## src/lof_ram.sv

```systemverilog
`timescale 1ns / 1ps
// ----------------------------------------------------------------------------
// lof_ram
// Simple dual-port synchronous RAM, one write and one registered read port.
// ----------------------------------------------------------------------------
module lof_ram #(
	parameter int WIDTH = 8,
	parameter int DEPTH = 64,
	parameter int AW    = 6
) (
	input  logic             clk,
	input  logic             we,
	input  logic [AW-1:0]    waddr,
	input  logic [WIDTH-1:0] wdata,
	input  logic [AW-1:0]    raddr,
	output logic [WIDTH-1:0] rdata
);

	logic [WIDTH-1:0] mem [DEPTH];

	// Write port.
	always_ff @(posedge clk) begin
		if (we) begin
			mem[waddr] <= wdata;
		end
	end

	// Registered read port.
	always_ff @(posedge clk) begin
		rdata <= mem[raddr];
	end

endmodule

```

## config.mk

```make
export PLATFORM = sky130hd
export DESIGN_NAME = lof_ram
export DESIGN_NICKNAME = d
export VERILOG_FILES = /design/src/lof_ram.sv
export SDC_FILE = /design/constraint.sdc
export NUM_CORES = 1
export LEC_CHECK = 0
export ABC_AREA = 1
export CORE_MARGIN = 8
export CORE_UTILIZATION = 61
export CTS_CLUSTER_DIAMETER = 50
export DETAILED_ROUTE_END_ITERATION = 10
export DONT_BUFFER_PORTS = 1
export PLACE_DENSITY = 0.73
export SYNTH_ARGS = -nofsm -noshare
export SYNTH_HDL_FRONTEND = slang
export SYNTH_SLANG_ARGS = --single-unit
```

## constraint.sdc

```tcl
create_clock -name clk -period 2.45 [get_ports clk]
set_clock_uncertainty 0.15 [all_clocks]
set_input_delay 0.245 -clock clk [delete_from_list [all_inputs] [get_ports clk]]
set_output_delay 0.245 -clock clk [all_outputs]
set_load 0.005 [all_outputs]
```

==> summary.txt <==
Setup path
  – Crit path from: raddr[0]
  – Kind of critical path: input pin to flop
  – Worst r2r path cells: 9
  – CP Max Fanout: between 200 and 300
  – Startpoint Class: input pin
  – Critical path required time: 2.82 ns
  – Signal arrival time at the worst endpoint: about 2.8 ns
  – Worst R2R End: rdata[4]
  – Worst reg2reg setup slack: around 0.45 ns
  – Crit. End Element: flop
  – Reg2reg start: mem[51][4]
  – CP Capture Point: rdata[4]

Finish
  – Multi-input logic area: 0.00495 mm²
  – FF+latch area: 0.0155 mm²
  – Ratio of cells with drive above 1 in the final layout: approximately 8.8%
  – Filler cell count: about 2.3k
  – Number of nets in the layout: 1878
  – Area growth syn-to-layout: 12.3%

Drt
  – DRT iter0 DRCs: around 1.8k
  – Post-route DRC: 0
  – Wirelength, routed: 53200 µm
  – Routed wire per std cell: 22.6 µm
  – DR vias: ~14k
  – Final ANT Viol Nets: 0
  – DR vias/cell: ~6.0
  – Pre-Repair DR Iteration Count: 6

Clocking
  – CTS sink cnt: 520
  – CTS Buffer Depth: 3
  – Worst-skew pair later-pin latency: 0.58 ns
  – CTS tree: yes
  – CTS root buf: clkbuf_16
  – CTS buffer count: 53
  – H-tree depth: 2
  – CTS clock-pin slew for the worst setup and hold paths: roughly 0.06 ns

Run status
  – Status: finished clean

Global routing
  – Largest net degree at the start of global routing: 258
  – First-pass GRT wire length: 82100 µm
  – Vias in the first global route: 13.9k
  – GRT overflow: 0
  – GR Util All Layers: 25.9%
  – Initial antenna violation count: 4

Synth
  – Flop and latch count out of synthesis: between 500 and 600
  – Main area contributors after synthesis: edfxtp_1 72%, nand2_1 11%, nand3_1 10%, buf_6 1.8%, nor2_1 0.99%
  – Mapped Nets: ~1.8k
  – Gate count of the mapped netlist: 1805
  – Mapped Avg Cell Area: 11.8 µm²
  – Area share of the largest cell type after synthesis: 72.0%
  – Synth area leader: edfxtp_1
  – Mapped Area: between 0.02 and 0.025 mm²
  – Seq/Total Area, Yosys: 72.8%
  – Synth warn: 0
  – Yosys cell types: 16

Timing
  – Endpoints failing hold: 0
  – Max-slew violations: 0
  – Setup Viol. Count Final: 0
  – Slew headroom: 45.4%
  – Final Hold Slack: between 0.02 and 0.025 ns
  – Fin Setup TNS: 0 ns
  – Tcrit/Tclk final: 99.8%
  – Fmax: 409 MHz
  – RSZ-0062 raised after global routing: false
  – Worst-Margin Slew: between 0.8 and 0.9 ns
  – Final min period: approximately 2.4 ns

Placed design
  – Dpl hpwl: 28700 µm
  – Number of buffers added on ports: 0
  – Placer's final routability congestion estimate: 0.847

Floorplanning
  – Core ar.: 0.0345 mm²
  – Initial core utilization: between 60 and 70%
  – Die Area: about 0.04 mm²
  – Rows: 68
  – Die X: 203 µm
  – Die H: 203 µm
  – IO Count: 30

Pwr
  – Peak VDD IR: 0.550 mV
  – Leak pwr: 8.72 nW
  – Pwr/cell area: just under 800 mW/mm²

Job
  – Max-cap viol count: 0

Worst hold path
  – Worst Hold Class: input pin to flop
  – Hold path start: raddr[2]
## cell usage after synthesis
| cell type | number |
|---|---|
| buf_1 | 10 |
| buf_2 | 37 |
| buf_4 | 14 |
| buf_6 | 35 |
| buf_8 | 2 |
| clkbuf_1 | 15 |
| dfxtp_1 | 8 |
| edfxtp_1 | 512 |
| inv_1 | 10 |
| inv_2 | 1 |
| inv_6 | 1 |
| nand2_1 | 648 |
| nand3_1 | 439 |
| nand4_1 | 9 |
| nor2_1 | 56 |
| nor4_1 | 8 |
## cells in the final DEF, fill, tap and decap left out, types with 3 or more instances in the layout
| cell type | n |
|---|---|
| clkbuf_16 | 55 |
| nand3_1 | 439 |
| clkinvlp_4 | 4 |
| nand4_1 | 9 |
| bufinv_16 | 4 |
| clkinv_1 | 8 |
| diode_2 | 3 |
| nand2_1 | 648 |
| nor4_1 | 8 |
| nor2_1 | 56 |
| buf_12 | 9 |
| dlygate4sd3_1 | 16 |
| clkbuf_8 | 5 |
| inv_1 | 9 |
| inv_6 | 3 |
| buf_16 | 8 |
| clkbuf_1 | 18 |
| dfxtp_1 | 8 |
| buf_4 | 76 |
| edfxtp_1 | 512 |
## state kept, by name, summed over array words and instances (netlist names)
register  cells
rdata         8
mem         512
## final cells by class
cell class,count,share of cell area (%)
clock buffers,78,6.31
clock inverters,19,0.862
multi-input cells,1160,20.6
diodes,3,0.0313
inverters,12,0.230
flip-flops and latches,520,64.8
repair buffers,109,4.72
well taps,455,2.38
## logic make-up (layout without fill, tap and decap cells)
| logic type | after synthesis | in the layout | synth area share, % |
|---|---|---|---|
| AND/OR/NAND/NOR | 1160 | 1160 | 23.2 |
| other | 0 | 3 | 0 |
| flip-flops | 520 | 520 | 72.8 |
| buffers and inverters | 125 | 218 | 4.02 |
## worst min-delay path by stage
| stage | to | slack [ns] | cells after the start |
|---|---|---|---|
| after CTS | rdata[3] | 0.0002 | 6 |
| final | rdata[3] | 0.02 | 6 |
| after floorplan | mem[0][0] | 0.19 | 0 |
| after detailed placement | mem[35][4] | 0.20 | 0 |
| after global placement | mem[35][6] | 0.20 | 0 |
| after global routing | rdata[1] | 0.05 | 4 |
## power breakdown
group          leakage [nW]  switching [mW]  total, mW  internal (mW)
registers              4.67          0.0355       9.88           9.84
logic                  3.23           0.713       1.03          0.312
clock network         0.818            3.26       7.95           4.69
## layer usage
metal  routed length (µm)  GRT usage (%)  vias to the layer above
met5                    8              0                        -
met3                 5330           4.57                      136
met4                 2060           10.6                        2
met1                20500           35.2                     6814
met2                25400           41.3                      833
li1                     -              -                     6465
## critical path, stage by stage
cell and delay, ns:
inv_8 0.50, buf_12 0.27, nand2_1 0.08, nand3_1 0.08, nand3_1 0.12, nand2_1 0.13
nand2_1 0.05, nand3_1 0.18, nand3_1 0.11, dlygate4sd3_1 0.59, nand2_1 0.06
## through the flow
stage | total power [mW] | worst slack (ns) | util, % | cells | instance area, µm²
2_1_floorplan | 10.7 | 0.289 | - | 1805 | 21300
6_report | 18.9 | 0.00598 | 69.5 | 2356 | 24000
3_3_place_gp | 10.8 | 0.422 | 63.4 | 2231 | 21800
5_1_grt | 19.3 | 0.347 | 69.5 | 2355 | 24000
4_1_cts | 18.9 | 0.132 | 69.5 | 2354 | 24000
3_5_place_dp | 10.8 | 0.414 | 63.4 | 2231 | 21800
## repair_timing
| action | 4_1_cts | 5_1_grt |
|---|---|---|
| setup buffers | 0 | 0 |
| endpoints found under the hold margin | 576 | 0 |
| setup endpoints to repair | 0 | 1 |
| hold buffers | 26 | 0 |
| resized for setup | 0 | 1 |
Note: power is estimated with default switching activity, not from simulation.
