==> src/lof_pkg.sv <==
`timescale 1ns / 1ps
// ----------------------------------------------------------------------------
// lof_pkg
// Shared constants and types for the letter order block.
// ----------------------------------------------------------------------------
package lof_pkg;

	localparam int MAX_WORD_LEN = 64;
	localparam int MAX_LETTERS  = 26;
	localparam int COUNT_BITS   = 16;

	localparam int LETTER_W = 5;
	localparam int POS_W    = $clog2(MAX_WORD_LEN + 1);
	localparam int PW_AW    = $clog2(MAX_WORD_LEN);
	localparam int EDGE_N   = MAX_LETTERS * MAX_LETTERS;
	localparam int EDGE_AW  = $clog2(EDGE_N);
	localparam int DEG_AW   = $clog2(MAX_LETTERS);

	localparam logic [COUNT_BITS-1:0] COUNT_MAX = {COUNT_BITS{1'b1}};

	// Write and read request for one of the state memories.
	typedef struct packed {
		logic                we;
		logic [PW_AW-1:0]    waddr;
		logic [LETTER_W-1:0] wdata;
		logic [PW_AW-1:0]    raddr;
	} pw_req_t;

	typedef struct packed {
		logic                  we;
		logic [EDGE_AW-1:0]    waddr;
		logic [COUNT_BITS-1:0] wdata;
		logic [EDGE_AW-1:0]    raddr;
	} edge_req_t;

	typedef struct packed {
		logic                  we;
		logic [DEG_AW-1:0]     waddr;
		logic [COUNT_BITS-1:0] wdata;
		logic [DEG_AW-1:0]     raddr;
	} deg_req_t;

	// One result item.
	typedef struct packed {
		logic [LETTER_W-1:0] order_letter;
		logic                letter_valid;
		logic                is_last;
	} res_t;

	// Saturating increment of a count.
	function automatic logic [COUNT_BITS-1:0] sat_inc(input logic [COUNT_BITS-1:0] v);
		sat_inc = (v == COUNT_MAX) ? v : v + 1'b1;
	endfunction

endpackage

==> src/lof_ctrl.sv <==
`timescale 1ns / 1ps
// ----------------------------------------------------------------------------
// lof_ctrl
// Sequencer: letter intake with read-compare-write of the previous word and
// the edge table, then Kahn's sort over the alphabet and result emission.
// ----------------------------------------------------------------------------
module lof_ctrl (
	input  logic                                clk,
	input  logic                                arst_n,
	input  logic                                cfg_wen,
	input  logic [4:0]                          cfg_wdata,
	input  logic                                in_valid,
	output logic                                in_ready,
	input  logic [lof_pkg::LETTER_W-1:0]        in_letter,
	input  logic                                in_word_end,
	input  logic                                in_list_end,
	output logic                                res_valid,
	input  logic                                res_ready,
	output lof_pkg::res_t                       res,
	output lof_pkg::pw_req_t                    pw_req,
	input  logic [lof_pkg::LETTER_W-1:0]        pw_rdata,
	output lof_pkg::edge_req_t                  edge_req,
	input  logic [lof_pkg::COUNT_BITS-1:0]      edge_rdata,
	output lof_pkg::deg_req_t                   deg_req,
	input  logic [lof_pkg::COUNT_BITS-1:0]      deg_rdata
);

	localparam logic [3:0] ST_CLEAR = 4'd0;
	localparam logic [3:0] ST_IDLE  = 4'd1;
	localparam logic [3:0] ST_CMP   = 4'd2;
	localparam logic [3:0] ST_UPD   = 4'd3;
	localparam logic [3:0] ST_FIN   = 4'd4;
	localparam logic [3:0] ST_S0_RD = 4'd5;
	localparam logic [3:0] ST_S0_EV = 4'd6;
	localparam logic [3:0] ST_POP   = 4'd7;
	localparam logic [3:0] ST_NB_RD = 4'd8;
	localparam logic [3:0] ST_NB_EV = 4'd9;
	localparam logic [3:0] ST_EMIT  = 4'd10;

	localparam int LW = lof_pkg::LETTER_W;
	localparam int AW = lof_pkg::EDGE_AW;
	localparam int PW = lof_pkg::POS_W;
	localparam logic [LW-1:0] NL = LW'(lof_pkg::MAX_LETTERS);
	localparam logic [AW-1:0] CLR_LAST = AW'(lof_pkg::EDGE_N - 1);
	localparam logic [PW-1:0] POS_MAX = PW'(lof_pkg::MAX_WORD_LEN);

	logic [3:0]                    state_q;
	logic [AW-1:0]                 clr_q;
	logic [4:0]                    alpha_q;
	logic [LW-1:0]                 cur_q;
	logic                          wend_q;
	logic                          lend_q;
	logic [lof_pkg::POS_W-1:0]     pos_q;
	logic [lof_pkg::POS_W-1:0]     plen_q;
	logic                          mism_q;
	logic                          havep_q;
	logic [lof_pkg::MAX_LETTERS-1:0] done_q;
	logic [LW-1:0]                 queue_q [lof_pkg::MAX_LETTERS];
	logic [LW-1:0]                 head_q;
	logic [LW-1:0]                 tail_q;
	logic [LW-1:0]                 idx_q;
	logic [LW-1:0]                 x_q;
	logic [AW-1:0]                 ea_q;

	logic [LW-1:0]                 k;
	logic                          hit;
	logic [AW-1:0]                 cmp_addr;
	logic [AW-1:0]                 nb_addr;
	logic [lof_pkg::COUNT_BITS-1:0] nd;
	logic                          res_last;

	// Letters in use: the alphabet size, capped at MAX_LETTERS.
	assign k = (alpha_q > NL) ? NL : alpha_q;

	// First mismatch against the previous word at this position.
	assign hit = havep_q && !mism_q && (pos_q < plen_q) && (pw_rdata != cur_q);

	assign cmp_addr = AW'(pw_rdata) * AW'(lof_pkg::MAX_LETTERS) + AW'(cur_q);
	assign nb_addr  = AW'(x_q) * AW'(lof_pkg::MAX_LETTERS) + AW'(idx_q);

	// Remaining in-degree after removing the edges from the popped letter.
	assign nd = (deg_rdata > edge_rdata) ? deg_rdata - edge_rdata : '0;

	assign in_ready  = (state_q == ST_IDLE);
	assign res_valid = (state_q == ST_EMIT);
	assign res_last  = (tail_q == '0) || (head_q + 1'b1 == tail_q);

	always_comb begin
		res.order_letter = (tail_q == '0) ? '0 : queue_q[head_q];
		res.letter_valid = (tail_q != '0);
		res.is_last      = res_last;
	end

	// Memory requests by state.
	always_comb begin
		pw_req.we    = (state_q == ST_CMP);
		pw_req.waddr = pos_q[lof_pkg::PW_AW-1:0];
		pw_req.wdata = cur_q;
		pw_req.raddr = pos_q[lof_pkg::PW_AW-1:0];

		edge_req.we    = 1'b0;
		edge_req.waddr = ea_q;
		edge_req.wdata = '0;
		edge_req.raddr = nb_addr;

		deg_req.we    = 1'b0;
		deg_req.waddr = idx_q;
		deg_req.wdata = '0;
		deg_req.raddr = idx_q;

		case (state_q)
			ST_CLEAR: begin
				edge_req.we    = 1'b1;
				edge_req.waddr = clr_q;
				deg_req.we     = (clr_q < AW'(lof_pkg::MAX_LETTERS));
				deg_req.waddr  = clr_q[LW-1:0];
			end
			ST_CMP: begin
				edge_req.raddr = cmp_addr;
				deg_req.raddr  = cur_q;
			end
			ST_UPD: begin
				edge_req.we    = 1'b1;
				edge_req.wdata = lof_pkg::sat_inc(edge_rdata);
				deg_req.we     = 1'b1;
				deg_req.waddr  = cur_q;
				deg_req.wdata  = lof_pkg::sat_inc(deg_rdata);
			end
			ST_NB_EV: begin
				deg_req.we    = (edge_rdata != '0) && !done_q[idx_q];
				deg_req.wdata = nd;
			end
			default: begin
			end
		endcase
	end

	// Alphabet size register.
	always_ff @(posedge clk or negedge arst_n) begin
		if (!arst_n) begin
			alpha_q <= 5'd26;
		end else if (cfg_wen) begin
			alpha_q <= cfg_wdata;
		end
	end

	// Ready queue entries need no reset.
	always_ff @(posedge clk) begin
		if (state_q == ST_S0_EV && deg_rdata == '0) begin
			queue_q[tail_q] <= idx_q;
		end else if (state_q == ST_NB_EV && edge_rdata != '0 && !done_q[idx_q] && nd == '0) begin
			queue_q[tail_q] <= idx_q;
		end
	end

	// Main sequencer.
	always_ff @(posedge clk or negedge arst_n) begin
		if (!arst_n) begin
			state_q <= ST_CLEAR;
			clr_q   <= '0;
			cur_q   <= '0;
			wend_q  <= 1'b0;
			lend_q  <= 1'b0;
			pos_q   <= '0;
			plen_q  <= '0;
			mism_q  <= 1'b0;
			havep_q <= 1'b0;
			done_q  <= '0;
			head_q  <= '0;
			tail_q  <= '0;
			idx_q   <= '0;
			x_q     <= '0;
			ea_q    <= '0;
		end else begin
			case (state_q)
				ST_CLEAR: begin
					if (clr_q == CLR_LAST) begin
						state_q <= ST_IDLE;
					end else begin
						clr_q <= clr_q + 1'b1;
					end
				end
				ST_IDLE: begin
					if (in_valid) begin
						cur_q  <= in_letter;
						wend_q <= in_word_end;
						lend_q <= in_list_end;
						if (in_letter < k && pos_q < POS_MAX) begin
							state_q <= ST_CMP;
						end else begin
							state_q <= ST_FIN;
						end
					end
				end
				ST_CMP: begin
					pos_q <= pos_q + 1'b1;
					ea_q  <= cmp_addr;
					if (hit) begin
						mism_q  <= 1'b1;
						state_q <= ST_UPD;
					end else begin
						state_q <= ST_FIN;
					end
				end
				ST_UPD: begin
					state_q <= ST_FIN;
				end
				ST_FIN: begin
					if (wend_q || lend_q) begin
						plen_q  <= pos_q;
						havep_q <= 1'b1;
						pos_q   <= '0;
						mism_q  <= 1'b0;
					end
					if (lend_q) begin
						idx_q   <= '0;
						head_q  <= '0;
						tail_q  <= '0;
						state_q <= ST_S0_RD;
					end else begin
						state_q <= ST_IDLE;
					end
				end
				ST_S0_RD: begin
					state_q <= (idx_q == k) ? ST_POP : ST_S0_EV;
				end
				ST_S0_EV: begin
					if (deg_rdata == '0) begin
						done_q[idx_q] <= 1'b1;
						tail_q        <= tail_q + 1'b1;
					end
					idx_q   <= idx_q + 1'b1;
					state_q <= ST_S0_RD;
				end
				ST_POP: begin
					if (head_q == tail_q) begin
						head_q  <= '0;
						state_q <= ST_EMIT;
					end else begin
						x_q     <= queue_q[head_q];
						head_q  <= head_q + 1'b1;
						idx_q   <= '0;
						state_q <= ST_NB_RD;
					end
				end
				ST_NB_RD: begin
					state_q <= (idx_q == k) ? ST_POP : ST_NB_EV;
				end
				ST_NB_EV: begin
					if (edge_rdata != '0 && !done_q[idx_q] && nd == '0) begin
						done_q[idx_q] <= 1'b1;
						tail_q        <= tail_q + 1'b1;
					end
					idx_q   <= idx_q + 1'b1;
					state_q <= ST_NB_RD;
				end
				ST_EMIT: begin
					if (res_ready) begin
						if (res_last) begin
							pos_q   <= '0;
							plen_q  <= '0;
							mism_q  <= 1'b0;
							havep_q <= 1'b0;
							done_q  <= '0;
							clr_q   <= '0;
							state_q <= ST_CLEAR;
						end else begin
							head_q <= head_q + 1'b1;
						end
					end
				end
				default: begin
					state_q <= ST_CLEAR;
				end
			endcase
		end
	end

	// The queue never holds more than the whole alphabet.
	a_tail_bound: assert property (@(posedge clk) disable iff (!arst_n)
		tail_q <= NL) else $error("ready queue overflow");

	// The queue head never passes the tail.
	a_head_tail: assert property (@(posedge clk) disable iff (!arst_n)
		head_q <= tail_q) else $error("queue head passed tail");

	// An accepted item drops ready in the cycle after it.
	a_one_item: assert property (@(posedge clk) disable iff (!arst_n)
		in_valid && in_ready |=> !in_ready) else $error("item overlap");

	// A stalled result keeps its value.
	a_res_hold: assert property (@(posedge clk) disable iff (!arst_n)
		res_valid && !res_ready |=> res_valid && $stable(res)) else $error("result changed");

endmodule

==> config.mk <==
export PLATFORM = sky130hd
export DESIGN_NAME = lof_ctrl
export DESIGN_NICKNAME = d
export VERILOG_FILES = /design/src/lof_pkg.sv /design/src/lof_ctrl.sv
export SDC_FILE = /design/constraint.sdc
export NUM_CORES = 1
export LEC_CHECK = 0
export BUFFER_PORTS_ARGS = -buffer_cell sky130_fd_sc_hd__buf_2
export CAP_MARGIN = 20
export CORE_UTILIZATION = 52
export CTS_CLUSTER_DIAMETER = 120
export DETAILED_ROUTE_END_ITERATION = 8
export PLACE_DENSITY = 0.84
export RECOVER_POWER = 25
export SYNTH_ARGS = -nofsm -noshare
export SYNTH_HDL_FRONTEND = slang
export SYNTH_SLANG_ARGS = --single-unit
==> constraint.sdc <==
create_clock -name clk -period 4.2 [get_ports clk]
set_clock_uncertainty 0.15 [all_clocks]
set_input_delay 1.05 -clock clk [delete_from_list [all_inputs] [get_ports clk]]
set_output_delay 1.05 -clock clk [all_outputs]
set_load 0.01 [all_outputs]
==> impl_metrics.json <==
{
  "switchingPower_mw": 3.82,
  "peakVddDrop_uv": 360,
  "timing.slew.headroom_pct": -52.1,
  "routed_via_density": 6.24,
  "timing.final.crit_share_pct": 117,
  "synth_top_cell_by_area": "edfxtp_1",
  "power_density_mw_per_mm2": 548,
  "drive_gt1_share_pct": 35.4,
  "n_antenna_cell": 0,
  "maxSlewViolCount": 37,
  "crit_path_start_kind": "input pin",
  "dr.pass1.iters": 6,
  "syn_area_mm2": 0.0141,
  "power_frac_clock_pct": 23.7,
  "clkTransAtPathRegs_ps": 70,
  "cts_root_buffer": "clkbuf_16",
  "postCtsHoldBufs": 0,
  "startpoint": "pw_rdata[1]",
  "post-place-ws_ps": -575,
  "fillerInstances": 1766,
  "intPower_mw": 6.09,
  "p_seq_share_pct": 32.1,
  "grt_first_pass_wirelength_um": 63800,
  "netSwitchingFraction_pct": 38.6,
  "violations": "max-capacitance violations, max-slew violations, negative setup slack",
  "synth.most_common_cell": "edfxtp_1",
  "status": "complete, but fails checks",
  "synth-async-reset-ratio_pct": 43.0,
  "cts-buffers-inserted": 24,
  "placed_area_mm2": 0.0165,
  "synthTopCellsByArea": "edfxtp_1, dfrtp_1, ha_1, mux4_2, nand2_1",
  "final_area_mm2": 0.0181,
  "synth_cell_types": 80,
  "synthToLayoutAreaGrowth_pct": 27.9,
  "clk-insertion-delay-late_ps": 520,
  "clock-sinks": 228,
  "rsz0062_at_grt": "yes",
  "synth_edf_count": 130,
  "core_area_mm2": 0.0264,
  "clk_path_buf_depth": 3,
  "gp_congestion": 0.949,
  "synth_flop_cell": "edfxtp_1",
  "yosys_register_bits": 228,
  "syn-instance-count": 1306,
  "hp-class": "reg2reg",
  "multi_input_area_mm2": 0.00784,
  "die_y_um": 167,
  "worst_pin_slew_ps": 2280,
  "drt_iter0_markers": 1399,
  "grt-ovfl-total": 0,
  "fin_nets": 1726,
  "setup-violations-final": 11,
  "end_kind": "output pin",
  "io_pins": 145,
  "synth-seq-area-share_pct": 45.0,
  "synth_top_area_share_pct": 27.6,
  "track_usage_pct": 29.1,
  "routedWlPerCell_um": 21.9,
  "fin_tns_setup_ps": -2950,
  "place_hpwl_um": 28700,
  "io_buffers": 144,
  "antenna_found_initial": 0,
  "finalCriticalPeriod_ps": 4910,
  "syn_avg_cell_area_um2": 10.8,
  "synthTopCellsByCount": "edfxtp_1, nand2_1, dfrtp_1",
  "num_vias": 12100,
  "power.leakage_nw": 7.84,
  "ys_warn_count": 0,
  "cp.arrival_ps": 3710,
  "wl_um": 42400,
  "combPwrFrac_pct": 44.3,
  "seqCellArea_mm2": 0.00636,
  "design.die.area_mm2": 0.0278,
  "max_freq_mhz": 204,
  "r2r-start": "head_q[0]",
  "rows": 59,
  "cp_max_fo": 3,
  "grt_pass1_vias": 12000,
  "tritoncts": "yes",
  "hold_violations": 0,
  "initial_core_util_pct": 53.6,
  "drc": 0,
  "synth_nets": 1444,
  "critPathKind": "in2out",
  "cts_max_level": 1,
  "maxCapViolCount": 1,
  "worstHoldStart": "ea_q[0]",
  "die_width_um": 167,
  "ant_nets": 0,
  "setup_slack_ps": -713,
  "critical_path_required_ps": 3000,
  "grt_start_max_net_pins": 63
}
path summary, 6_finish.rpt:
check / to / slack, ps / cells after the start
min in group asynchronous: ea_q[7] / 1040 / 1
max in group asynchronous: head_q[0] / 1370 / 1
worst min register to register: ea_q[0] / 320 / 2
worst max-delay path: edge_req[9] / -710 / 15
worst min-delay path: ea_q[0] / 320 / 2
worst max register to register: pos_q[6] / 360 / 10
critical path, cell delays in order:
cell and delay, ps:
buf_8 100, ha_4 250, inv_2 30, fa_1 530
inv_1 70, ha_1 280, a21o_1 220, a21oi_4 200
o21bai_1 100, a21oi_2 200, xnor2_2 140, xnor2_1 160
nor2_1 100, a21oi_2 120, buf_2 150
cell families (layout without fill, tap and decap cells):
| logic type | after synthesis | count (layout) | synth area share, % |
|---|---|---|---|
| mux | 84 | 84 | 9.66 |
| buf+inv | 153 | 452 | 4.63 |
| compound gates | 271 | 271 | 13.5 |
| flops | 228 | 228 | 45.0 |
| fa+ha+maj | 84 | 84 | 7.81 |
| simple gates | 407 | 408 | 14.5 |
| xor+xnor | 79 | 79 | 4.90 |
registers in the layout (all words and copies together), names as in the netlist:
signal   cells
queue_q    130
tail_q       5
clr_q       10
mism_q       1
head_q       5
state_q      4
cur_q        5
alpha_q      5
wend_q       1
havep_q      1
pos_q        7
done_q      26
lend_q       1
plen_q       7
idx_q        5
ea_q        10
x_q          5
through the flow:
step	total power [mW]	utilization (%)	std cells	hold slack, ps
2_1_floorplan	5.61	-	1306	292
3_3_place_gp	6.94	62.8	1879	305
3_5_place_dp	7.11	62.8	1879	309
4_1_cts	9.61	67.3	1932	326
5_1_grt	10.3	68.6	1941	349
6_report	9.91	68.6	1941	325
layout by cell type (no fill, tap or decap), types with 25 or more instances in the layout:
cell type  netlist  layout
mux4_2          39      39
xor2_1          40      38
nand2_1        110     107
buf_2            5     135
o21ai_0         56      51
inv_1           76      64
mux2_2          28      28
and3_1          47      25
ha_1            77      65
nor2_1          87      84
xnor2_1         39      33
nand3_1         31      30
buf_4           15     172
edfxtp_1       130     130
a32o_1          27      27
a21oi_1         53      38
dfrtp_1         95      94
area by class of cell:
class	instances	area share, %
Clock inverter	15	1.33
Timing Repair Buffer	332	12.6
Tap cell	335	2.32
Inverter	76	1.63
Clock buffer	29	3.48
Sequential cell	228	35.2
Multi-Input combinational cell	926	43.4
power by group through the flow:
| stage | clock network (mW) | logic [mW] | registers (mW) |
|---|---|---|---|
| floorplan | 0 | 2.57 | 3.05 |
| global placement | 0 | 3.77 | 3.18 |
| detailed placement | 0 | 3.91 | 3.19 |
| CTS | 2.35 | 4.10 | 3.16 |
| global route | 2.43 | 4.68 | 3.22 |
| finish | 2.34 | 4.38 | 3.18 |
timing repair:
item | CTS | global route
gates cloned | 1 | 0
setup buffers | 8 | 12
gates resized for setup | 56 | 51
setup endpoints to repair | 26 | 38
pin swaps | 27 | 36
metal layers:
| metal | track usage, % | vias to the layer above | part of all wire, % |
|---|---|---|---|
| met5 | 0 | - | 0 |
| met3 | 3.90 | 132 | 7.3 |
| met2 | 49.1 | 600 | 49 |
| li1 | - | 5428 | - |
| met1 | 37.5 | 5960 | 39 |
| met4 | 13.4 | 0 | 4.9 |
(Power assumes the default switching activity.)
